[config.mk]
export PLATFORM = sky130hd
export DESIGN_NAME = rgb_to_hsv_converter
export DESIGN_NICKNAME = d
export VERILOG_FILES = /design/src/rgbhsv_pkg.sv /design/src/rgb_to_hsv_converter.sv /design/src/rgbhsv_div.sv
export VERILOG_INCLUDE_DIRS = /design/src /design/src/src
export SDC_FILE = /design/constraint.sdc
export NUM_CORES = 2
export LEC_CHECK = 0
export BUFFER_PORTS_ARGS = -buffer_cell sky130_fd_sc_hd__clkbuf_2
export CAP_MARGIN = 20
export CELL_PAD_IN_SITES_DETAIL_PLACEMENT = 1
export CELL_PAD_IN_SITES_GLOBAL_PLACEMENT = 1
export CORE_MARGIN = 1
export CORE_UTILIZATION = 46
export DETAILED_ROUTE_END_ITERATION = 8
export GPL_ROUTABILITY_DRIVEN = 0
export PLACE_DENSITY = 0.79
export RECOVER_POWER = 25
export SKIP_CTS_REPAIR_TIMING = 1
export SLEW_MARGIN = 20
export SYNTH_ARGS = -nofsm -noshare
export SYNTH_HDL_FRONTEND = slang
export SYNTH_SLANG_ARGS = --single-unit
[constraint.sdc]
create_clock -name clk_i -period 6.74 [get_ports clk_i]
set_input_delay 0 -clock clk_i [delete_from_list [all_inputs] [get_ports clk_i]]
set_output_delay 0 -clock clk_i [all_outputs]
set_load 0.03 [all_outputs]
[src/rgb_to_hsv_converter_macros.svh]
`ifndef RGB_TO_HSV_CONVERTER_MACROS_SVH
`define RGB_TO_HSV_CONVERTER_MACROS_SVH

// Both macros sample on the rising edge of clk_i and are off while rst_ni is low.

// The consequent must hold in the same cycle as the antecedent.
`define RGBHSV_ASSERT_IMPLIES(label, ante, cons) \
  label: assert property (@(posedge clk_i) disable iff (!rst_ni) (ante) |-> (cons)) \
    else $error("rgb_to_hsv_converter: implication check failed");

// The condition must hold at every clock edge outside reset.
`define RGBHSV_ASSERT_ALWAYS(label, cond) \
  label: assert property (@(posedge clk_i) disable iff (!rst_ni) (cond)) \
    else $error("rgb_to_hsv_converter: invariant check failed");

`endif

[src/rgbhsv_pkg.sv]
`timescale 1ns / 1ps

package rgbhsv_pkg;

  // Quotient bits produced by the divider, one per pipeline stage.
  localparam int QUO_BITS       = 17;
  localparam int HUE_BITS       = 16;
  localparam int SAT_BITS       = 17;
  localparam int BRIGHT_BITS    = 8;
  localparam int IN_CHAN_BITS   = 8;
  // Fraction bits of degrees (Q9.6) and of a turn fraction (Q0.16).
  localparam int HUE_DEG_SHIFT  = 6;
  localparam int HUE_NORM_SHIFT = 16;
  localparam int SAT_SHIFT      = 16;
  localparam int OUT_DATA_BITS  = 48;
  localparam int OUT_PAD_BITS   = OUT_DATA_BITS - HUE_BITS - SAT_BITS - BRIGHT_BITS;

  typedef enum logic [1:0] {
    SEC_RED_UP,
    SEC_RED_WRAP,
    SEC_GREEN,
    SEC_BLUE
  } sector_e;

  // Data that rides along the divider stages next to the quotients.
  typedef struct packed {
    logic [BRIGHT_BITS-1:0] bright;
    logic                   hue_zero;
    logic                   sat_zero;
  } side_t;

endpackage

[src/rgb_to_hsv_converter.sv]
`timescale 1ns / 1ps
// Channel     Direction  Handshake               Payload
// s_axis      in         tvalid / tready         tdata: red, green, blue
// m_axis      out        tvalid / tready         tdata: hue, saturation, brightness
// cfg         in         cfg_we_i (no wait)      cfg_wdata_i: hue_normalized
//
// While m_axis does not stall, one pixel is accepted per clock and results
// leave one per clock. Two front stages (min/max and hue numerator) are followed
// by a 17-stage restoring divider that settles one quotient bit per stage.
// Reset is asynchronous and active low; it clears all valid bits and the mode bit.
// A stall on m_axis only backs up as far as the first empty stage, so the input
// keeps taking items until every stage, the output register included, is full.

`include "rgb_to_hsv_converter_macros.svh"

module rgb_to_hsv_converter #(
  parameter int CHANNEL_BITS = 8
) (
  input  logic        clk_i,
  input  logic        rst_ni,
  input  logic        cfg_we_i,
  input  logic        cfg_wdata_i,     // hue_normalized
  input  logic        s_axis_tvalid,
  output logic        s_axis_tready,
  input  logic [23:0] s_axis_tdata,    // [7:0] red, [15:8] green, [23:16] blue
  output logic        m_axis_tvalid,
  input  logic        m_axis_tready,
  output logic [47:0] m_axis_tdata     // [15:0] hue, [32:16] saturation,
                                       // [40:33] brightness, [47:41] zero
);
  import rgbhsv_pkg::*;

  localparam int CW = CHANNEL_BITS;
  // Hue numerator n = 360*d at most, so it needs nine bits above the channel.
  localparam int NH = CW + 9;
  localparam int NW = NH + HUE_NORM_SHIFT;
  localparam int SN = CW + SAT_SHIFT;

  // Mode register: degrees in Q9.6 or a fraction of a turn in Q0.16.
  logic hue_norm_q;

  always_ff @(posedge clk_i or negedge rst_ni) begin
    if (!rst_ni) begin
      hue_norm_q <= 1'b0;
    end else if (cfg_we_i) begin
      hue_norm_q <= cfg_wdata_i;
    end
  end

  // Stage A: largest and smallest channel, sector, and the signed hue difference.
  logic [CW-1:0]   r_c, g_c, b_c;
  logic [CW-1:0]   mx_c, mn_c;
  sector_e         sec_c;
  logic signed [CW:0] num_c;

  logic            va_q;
  logic [CW-1:0]   mxa_q, da_q;
  sector_e         seca_q;
  logic signed [CW:0] numa_q;

  logic            en_a, en_b, div_ready;

  assign r_c = CW'(s_axis_tdata[IN_CHAN_BITS-1:0]);
  assign g_c = CW'(s_axis_tdata[2*IN_CHAN_BITS-1:IN_CHAN_BITS]);
  assign b_c = CW'(s_axis_tdata[3*IN_CHAN_BITS-1:2*IN_CHAN_BITS]);

  always_comb begin
    mx_c = r_c;
    if (g_c > mx_c) mx_c = g_c;
    if (b_c > mx_c) mx_c = b_c;
    mn_c = r_c;
    if (g_c < mn_c) mn_c = g_c;
    if (b_c < mn_c) mn_c = b_c;
  end

  // Ties go to red first, then green.
  always_comb begin
    priority if (r_c == mx_c) begin
      sec_c = (g_c >= b_c) ? SEC_RED_UP : SEC_RED_WRAP;
    end else if (g_c == mx_c) begin
      sec_c = SEC_GREEN;
    end else begin
      sec_c = SEC_BLUE;
    end
  end

  always_comb begin
    unique case (sec_c)
      SEC_RED_UP,
      SEC_RED_WRAP: num_c = {1'b0, g_c} - {1'b0, b_c};
      SEC_GREEN:    num_c = {1'b0, b_c} - {1'b0, r_c};
      SEC_BLUE:     num_c = {1'b0, r_c} - {1'b0, g_c};
      default:      num_c = '0;
    endcase
  end

  assign en_a          = !va_q || en_b;
  assign s_axis_tready = en_a;

  always_ff @(posedge clk_i or negedge rst_ni) begin
    if (!rst_ni) begin
      va_q <= 1'b0;
    end else if (en_a) begin
      va_q <= s_axis_tvalid;
    end
  end

  always_ff @(posedge clk_i) begin
    if (en_a) begin
      mxa_q  <= mx_c;
      da_q   <= mx_c - mn_c;
      seca_q <= sec_c;
      numa_q <= num_c;
    end
  end

  // Stage B: hue numerator n = off*d + 60*num, then the dividend and divisor
  // of both divisions, with the dividend split into its top part and the
  // seventeen bits that the divider shifts in.
  logic [NH-1:0]        d_ext, d120, d240, d360, off_d;
  logic signed [NH:0]   num_ext, n60, n_full;
  logic [NH-1:0]        n_c;
  logic [NW-1:0]        n_shift;
  logic [SN-1:0]        s_shift;

  logic                 vb_q;
  logic [NH-1:0]        hue_rem_q, hue_den_q;
  logic [QUO_BITS-1:0]  hue_low_q, sat_low_q;
  logic [CW-1:0]        sat_rem_q, sat_den_q;
  side_t                side_q;

  assign d_ext = NH'(da_q);
  assign d360  = (d_ext << 8) + (d_ext << 6) + (d_ext << 5) + (d_ext << 3);
  assign d120  = (d_ext << 7) - (d_ext << 3);
  assign d240  = d120 << 1;

  always_comb begin
    unique case (seca_q)
      SEC_RED_UP:   off_d = '0;
      SEC_RED_WRAP: off_d = d360;
      SEC_GREEN:    off_d = d120;
      SEC_BLUE:     off_d = d240;
      default:      off_d = '0;
    endcase
  end

  // 60 * num as 64 * num - 4 * num; the sum is never negative.
  assign num_ext = {{(NH - CW){numa_q[CW]}}, numa_q};
  assign n60     = (num_ext <<< 6) - (num_ext <<< 2);
  assign n_full  = $signed({1'b0, off_d}) + n60;
  assign n_c     = n_full[NH-1:0];

  assign n_shift = hue_norm_q ? (NW'(n_c) << HUE_NORM_SHIFT) : (NW'(n_c) << HUE_DEG_SHIFT);
  assign s_shift = SN'(da_q) << SAT_SHIFT;

  assign en_b = !vb_q || div_ready;

  always_ff @(posedge clk_i or negedge rst_ni) begin
    if (!rst_ni) begin
      vb_q <= 1'b0;
    end else if (en_b) begin
      vb_q <= va_q;
    end
  end

  always_ff @(posedge clk_i) begin
    if (en_b) begin
      hue_rem_q       <= NH'(n_shift >> QUO_BITS);
      hue_low_q       <= n_shift[QUO_BITS-1:0];
      hue_den_q       <= hue_norm_q ? d360 : d_ext;
      sat_rem_q       <= CW'(s_shift >> QUO_BITS);
      sat_low_q       <= s_shift[QUO_BITS-1:0];
      sat_den_q       <= mxa_q;
      side_q.bright   <= BRIGHT_BITS'(mxa_q);
      side_q.hue_zero <= (da_q == '0);
      side_q.sat_zero <= (mxa_q == '0);
    end
  end

  // Divider stages; the last one is the output register.
  logic [QUO_BITS-1:0] hue_quo, sat_quo;
  side_t               side_out;
  logic [HUE_BITS-1:0] hue_out;
  logic [SAT_BITS-1:0] sat_out;

  rgbhsv_div #(
    .CHANNEL_BITS (CHANNEL_BITS)
  ) u_div (
    .clk_i       (clk_i),
    .rst_ni      (rst_ni),
    .in_valid_i  (vb_q),
    .in_ready_o  (div_ready),
    .hue_rem_i   (hue_rem_q),
    .hue_low_i   (hue_low_q),
    .hue_den_i   (hue_den_q),
    .sat_rem_i   (sat_rem_q),
    .sat_low_i   (sat_low_q),
    .sat_den_i   (sat_den_q),
    .side_i      (side_q),
    .out_valid_o (m_axis_tvalid),
    .out_ready_i (m_axis_tready),
    .hue_quo_o   (hue_quo),
    .sat_quo_o   (sat_quo),
    .side_o      (side_out)
  );

  // A grey pixel has no hue and a black pixel no saturation; the divider
  // output for a zero divisor is discarded here.
  assign hue_out = side_out.hue_zero ? '0 : hue_quo[HUE_BITS-1:0];
  assign sat_out = side_out.sat_zero ? '0 : SAT_BITS'(sat_quo);

  assign m_axis_tdata = {{OUT_PAD_BITS{1'b0}}, side_out.bright, sat_out, hue_out};

  // Input stalls only when every stage is full and the output is held.
  `RGBHSV_ASSERT_ALWAYS(a_stall_only_when_full,
    s_axis_tready || (m_axis_tvalid && !m_axis_tready))

  // Saturation never exceeds one in Q1.16.
  `RGBHSV_ASSERT_IMPLIES(a_sat_range, m_axis_tvalid,
    m_axis_tdata[HUE_BITS+SAT_BITS-1:HUE_BITS] <= SAT_BITS'(1 << SAT_SHIFT))

  // Zero saturation means max equals min, so the hue must be zero too.
  `RGBHSV_ASSERT_IMPLIES(a_grey_hue,
    m_axis_tvalid && (m_axis_tdata[HUE_BITS+SAT_BITS-1:HUE_BITS] == '0),
    m_axis_tdata[HUE_BITS-1:0] == '0)

endmodule

[src/rgbhsv_div.sv]
`timescale 1ns / 1ps

module rgbhsv_div #(
  parameter int CHANNEL_BITS = 8
) (
  input  logic                                         clk_i,
  input  logic                                         rst_ni,
  input  logic                                         in_valid_i,
  output logic                                         in_ready_o,
  input  logic [CHANNEL_BITS+8:0]                      hue_rem_i,
  input  logic [rgbhsv_pkg::QUO_BITS-1:0]              hue_low_i,
  input  logic [CHANNEL_BITS+8:0]                      hue_den_i,
  input  logic [CHANNEL_BITS-1:0]                      sat_rem_i,
  input  logic [rgbhsv_pkg::QUO_BITS-1:0]              sat_low_i,
  input  logic [CHANNEL_BITS-1:0]                      sat_den_i,
  input  rgbhsv_pkg::side_t                            side_i,
  output logic                                         out_valid_o,
  input  logic                                         out_ready_i,
  output logic [rgbhsv_pkg::QUO_BITS-1:0]              hue_quo_o,
  output logic [rgbhsv_pkg::QUO_BITS-1:0]              sat_quo_o,
  output rgbhsv_pkg::side_t                            side_o
);
  import rgbhsv_pkg::*;

  localparam int DH = CHANNEL_BITS + 9;
  localparam int DS = CHANNEL_BITS;

  logic                v_q  [QUO_BITS];
  logic                en   [QUO_BITS];
  logic [DH-1:0]       hr_q [QUO_BITS];
  logic [QUO_BITS-1:0] hl_q [QUO_BITS];
  logic [DH-1:0]       hd_q [QUO_BITS];
  logic [QUO_BITS-1:0] hq_q [QUO_BITS];
  logic [DS-1:0]       sr_q [QUO_BITS];
  logic [QUO_BITS-1:0] sl_q [QUO_BITS];
  logic [DS-1:0]       sd_q [QUO_BITS];
  logic [QUO_BITS-1:0] sq_q [QUO_BITS];
  side_t               sb_q [QUO_BITS];

  logic                v_in  [QUO_BITS];
  logic [DH-1:0]       hr_in [QUO_BITS];
  logic [QUO_BITS-1:0] hl_in [QUO_BITS];
  logic [DH-1:0]       hd_in [QUO_BITS];
  logic [QUO_BITS-1:0] hq_in [QUO_BITS];
  logic [DS-1:0]       sr_in [QUO_BITS];
  logic [QUO_BITS-1:0] sl_in [QUO_BITS];
  logic [DS-1:0]       sd_in [QUO_BITS];
  logic [QUO_BITS-1:0] sq_in [QUO_BITS];
  side_t               sb_in [QUO_BITS];

  // Restoring division, one quotient bit per stage from the top down.
  // Each stage shifts in one numerator bit and subtracts the divisor if it fits.
  for (genvar s = 0; s < QUO_BITS; s++) begin : g_stage
    localparam int K = QUO_BITS - 1 - s;

    logic [DH:0]   h_t;
    logic          h_ge;
    logic [DH-1:0] hr_d;
    logic [DS:0]   s_t;
    logic          s_ge;
    logic [DS-1:0] sr_d;

    if (s == 0) begin : g_src
      assign v_in[s]  = in_valid_i;
      assign hr_in[s] = hue_rem_i;
      assign hl_in[s] = hue_low_i;
      assign hd_in[s] = hue_den_i;
      assign hq_in[s] = '0;
      assign sr_in[s] = sat_rem_i;
      assign sl_in[s] = sat_low_i;
      assign sd_in[s] = sat_den_i;
      assign sq_in[s] = '0;
      assign sb_in[s] = side_i;
    end else begin : g_chain
      assign v_in[s]  = v_q[s-1];
      assign hr_in[s] = hr_q[s-1];
      assign hl_in[s] = hl_q[s-1];
      assign hd_in[s] = hd_q[s-1];
      assign hq_in[s] = hq_q[s-1];
      assign sr_in[s] = sr_q[s-1];
      assign sl_in[s] = sl_q[s-1];
      assign sd_in[s] = sd_q[s-1];
      assign sq_in[s] = sq_q[s-1];
      assign sb_in[s] = sb_q[s-1];
    end

    // A stage loads when it is empty or its item moves on in the same cycle.
    if (s == QUO_BITS - 1) begin : g_last
      assign en[s] = !v_q[s] || out_ready_i;
    end else begin : g_mid
      assign en[s] = !v_q[s] || en[s+1];
    end

    assign h_t  = {hr_in[s], hl_in[s][K]};
    assign h_ge = h_t >= {1'b0, hd_in[s]};
    assign hr_d = h_ge ? DH'(h_t - {1'b0, hd_in[s]}) : h_t[DH-1:0];

    assign s_t  = {sr_in[s], sl_in[s][K]};
    assign s_ge = s_t >= {1'b0, sd_in[s]};
    assign sr_d = s_ge ? DS'(s_t - {1'b0, sd_in[s]}) : s_t[DS-1:0];

    always_ff @(posedge clk_i or negedge rst_ni) begin
      if (!rst_ni) begin
        v_q[s] <= 1'b0;
      end else if (en[s]) begin
        v_q[s] <= v_in[s];
      end
    end

    always_ff @(posedge clk_i) begin
      if (en[s]) begin
        hr_q[s] <= hr_d;
        hl_q[s] <= hl_in[s];
        hd_q[s] <= hd_in[s];
        hq_q[s] <= {hq_in[s][QUO_BITS-2:0], h_ge};
        sr_q[s] <= sr_d;
        sl_q[s] <= sl_in[s];
        sd_q[s] <= sd_in[s];
        sq_q[s] <= {sq_in[s][QUO_BITS-2:0], s_ge};
        sb_q[s] <= sb_in[s];
      end
    end
  end

  assign in_ready_o  = en[0];
  assign out_valid_o = v_q[QUO_BITS-1];
  assign hue_quo_o   = hq_q[QUO_BITS-1];
  assign sat_quo_o   = sq_q[QUO_BITS-1];
  assign side_o      = sb_q[QUO_BITS-1];

endmodule

==> results.yml <==
outcome:
  status: "finished, violations left"
  violations: "capacitance limit, slew limit"
synth:
  synthArstFlopShare_pct: 1.57
  synth_cells: 5578
  syn-cell-area_um2: 66300
  yosysWarningCount: 0
  synth_flop_cell: "edfxtp_1"
  syn_area_per_cell_um2: 11.9
  yosysUniqueCellTypes: 95
  yosysSeqAreaShare_pct: 57.6
  synth_enable_flop_cells: 1254
  yosys_register_bits: 1274
critical_path:
  cp_max_fo: 15
  start_kind: "input port"
  cp.arrival_ns: 6.45
  worstSetupEndpointType: "flip-flop"
  cp.required_ns: 7.24
  critPathSlowestCell: "dlygate4sd3_1"
  worstSetupPathType: "input port to flip-flop"
  cpPeakStageDelay_ns: 0.52
place:
  io_buffers: 72
  placed_cells: 7469
  place_ws_ns: 0.625
  place.detailed.hpwl_um: 112000
sta:
  max_slew.worst_pin.slew_ns: 1.86
  grt_setup_unrepaired: "no"
  finalSetupViolations: 0
  hold-worst-slack_ns: 0.00126
  slew_viol_final: 21
  max_freq_mhz: 168
  finClkSkew_ns: 0.0459
  fin_ws_ns: 0.792
  hold_violations: 0
  setup_tns_ns: 0
  max_slew_margin_pct: -24.3
  period_minus_slack_ns: 5.95
  fin_crit_sh_pct: 88.2
grt:
  grtUsageTotal_pct: 20.9
  grt_overflow_total: 0
  grt_start_max_net_pins: 83
  grt_pass1_vias: 47177
  antenna_found_initial: 0
  grt_pass1_wl_um: 244000
floorplan:
  io_pins: 80
  initial_core_util_pct: 46.6
  die_h_um: 382
  chipWidth_um: 382
  row_count: 138
  die_area_um2: 146000
  core_area_um2: 142000
final_layout:
  num-fill-cells: 14721
  drive_gt1_share_pct: 7.99
  final_cells: 7746
  area_growth_pct: 11.3
  antenna_cells_inserted: 0
  regArea_um2: 38200
  multi_input_comb_area_um2: 25100
  nets: 6332
routing:
  via_per_inst: 5.44
  drt_iter0_markers: 1934
  vias: 42144
  dr.pass1.iters: 5
  route.detailed.drc: 0
  wire_per_inst_um: 19.4
  drtAntennaViolNets: 0
  drt_wl_total_um: 150000
cts:
  clk_latency_ns: 0.79
  cts_tree: "yes"
  cts.sinks: 1274
  htreeDepth: 4
  numCtsBuffers: 138
  clockBufferDepth: 3
  root_buffer: "clkbuf_16"
  clkTransAtPathRegs_ns: 0.06
min_path:
  hold_class: "input port to flip-flop"
job:
  cap_viol_max_count: 1
-- worst paths after layout --
| check | cells past startpoint | endpoint | slack, ns | start |
|---|---|---|---|---|
| max | 28 | da_q[7] | 0.79 | s_axis_tdata[10] |
| min | 3 | mxa_q[2] | 0.001 | s_axis_tdata[2] |
| max reg2reg | 20 | hue_rem_q[5] | 1.05 | da_q[3] |
| min reg2reg | 0 | u_div.hl_q[0][31] | 0.39 | u_div.hl_q[0][14] |
| max in group asynchronous | 4 | u_div.v_in[15] | 4.61 | rst_ni |
| min in group asynchronous | 4 | u_div.v_in[9] | 1.03 | rst_ni |
-- area by class of cell --
type                    count  area share (%)
clock buffers             174            5.00
flip-flops and latches   1274            51.7
well taps                1890            3.20
inverters                 704            3.58
clock inverters            82            1.40
repair buffers            119            1.03
multi-input cells        3503            34.1
-- cells in the mapped netlist, types with 12 or more instances --
| library cell | number | area (um^2) |
|---|---|---|
| a31o_2 | 12 | 105 |
| or3_1 | 33 | 206 |
| nand4_1 | 71 | 444 |
| a211oi_1 | 21 | 158 |
| a311oi_1 | 19 | 166 |
| edfxtp_1 | 1254 | 37700 |
| and2_1 | 22 | 138 |
| dfrtp_1 | 20 | 500 |
| nor4_1 | 21 | 131 |
| nand2_1 | 436 | 1640 |
| nor2b_1 | 126 | 788 |
| xor2_1 | 153 | 1340 |
| o21ai_1 | 14 | 70.1 |
| clkbuf_1 | 73 | 274 |
| nor2_1 | 330 | 1240 |
| o31ai_1 | 55 | 413 |
| mux2i_1 | 20 | 200 |
| inv_1 | 704 | 2640 |
| o21a_1 | 47 | 353 |
| nand2b_1 | 63 | 394 |
| and3_1 | 24 | 150 |
| a21oi_1 | 275 | 1380 |
| mux2_2 | 78 | 878 |
| a21o_1 | 92 | 691 |
| a31oi_1 | 26 | 163 |
| a21boi_0 | 53 | 398 |
| ha_1 | 507 | 6340 |
| nand3_1 | 88 | 440 |
| or2_2 | 24 | 150 |
| buf_4 | 15 | 113 |
| fa_1 | 55 | 1100 |
| o21ai_0 | 403 | 2020 |
| nor3_1 | 89 | 445 |
| o21bai_1 | 17 | 128 |
| xnor2_1 | 173 | 1520 |
-- placed cells by master, fill, tap and decap left out, types with 92 or more instances in the layout --
master,instances
o21ai_0,403
nor2_1,327
inv_1,698
a21o_1,92
edfxtp_1,1254
a21oi_1,275
nand2_1,430
clkbuf_16,138
ha_1,507
xor2_1,153
xnor2_1,173
nor2b_1,126
-- sequential cells by signal, indices dropped and copies added, names as in the netlist, 17 cells and up --
name / flops
u_div.hl_q: 36
u_div.hr_q: 272
u_div.hq_q: 136
hue_den_q: 17
u_div.hd_q: 272
u_div.sq_q: 153
u_div.sr_q: 128
u_div.sb_q: 46
u_div.sd_q: 124
-- per-stage QoR --
stage / instance area (um^2) / utilization, %
after detailed placement: 68800 / 48.4
after global routing: 73800 / 51.9
after CTS: 73600 / 51.7
after floorplan: 66300 / -
after global placement: 68800 / 48.4
final: 73800 / 51.9
-- worst max-delay path, delay by kind of cell --
kind / cells / cell delay (ns)
xor gates and xnor gates: 2 / 0.26
adders and majority gates: 3 / 1.02
buffers and inverters: 3 / 0.88
AOI/OAI and AO/OA: 13 / 2.77
and+or+nand+nor: 7 / 1.50
-- per-layer routing --
layer  track usage (%)  share of wire (%)  vias to the layer above  wire [um]
li1                  -                  -                    20278          -
met1              19.9                 35                    20891      53300
met2              43.5                 58                      653      87600
met3              2.75                2.6                      322       3910
met4              8.39                3.7                        0       5620
met5                 0                  0                        -          0
-- cell families after synthesis --
logic type / count (synthesis) / synth area share (%)
AO/OA/AOI/OAI: 1136 / 10.6
XOR/XNOR: 326 / 4.31
buffers and inverters: 807 / 4.70
other: 1 / 0.00566
multiplexers: 101 / 1.68
AND/OR/NAND/NOR: 1371 / 9.88
adder cells (fa/ha/maj): 562 / 11.2
flip-flops: 1274 / 57.6
Power is not shown: default switching activity piles up to over one toggle a cycle in this logic, so the estimate is an artifact.
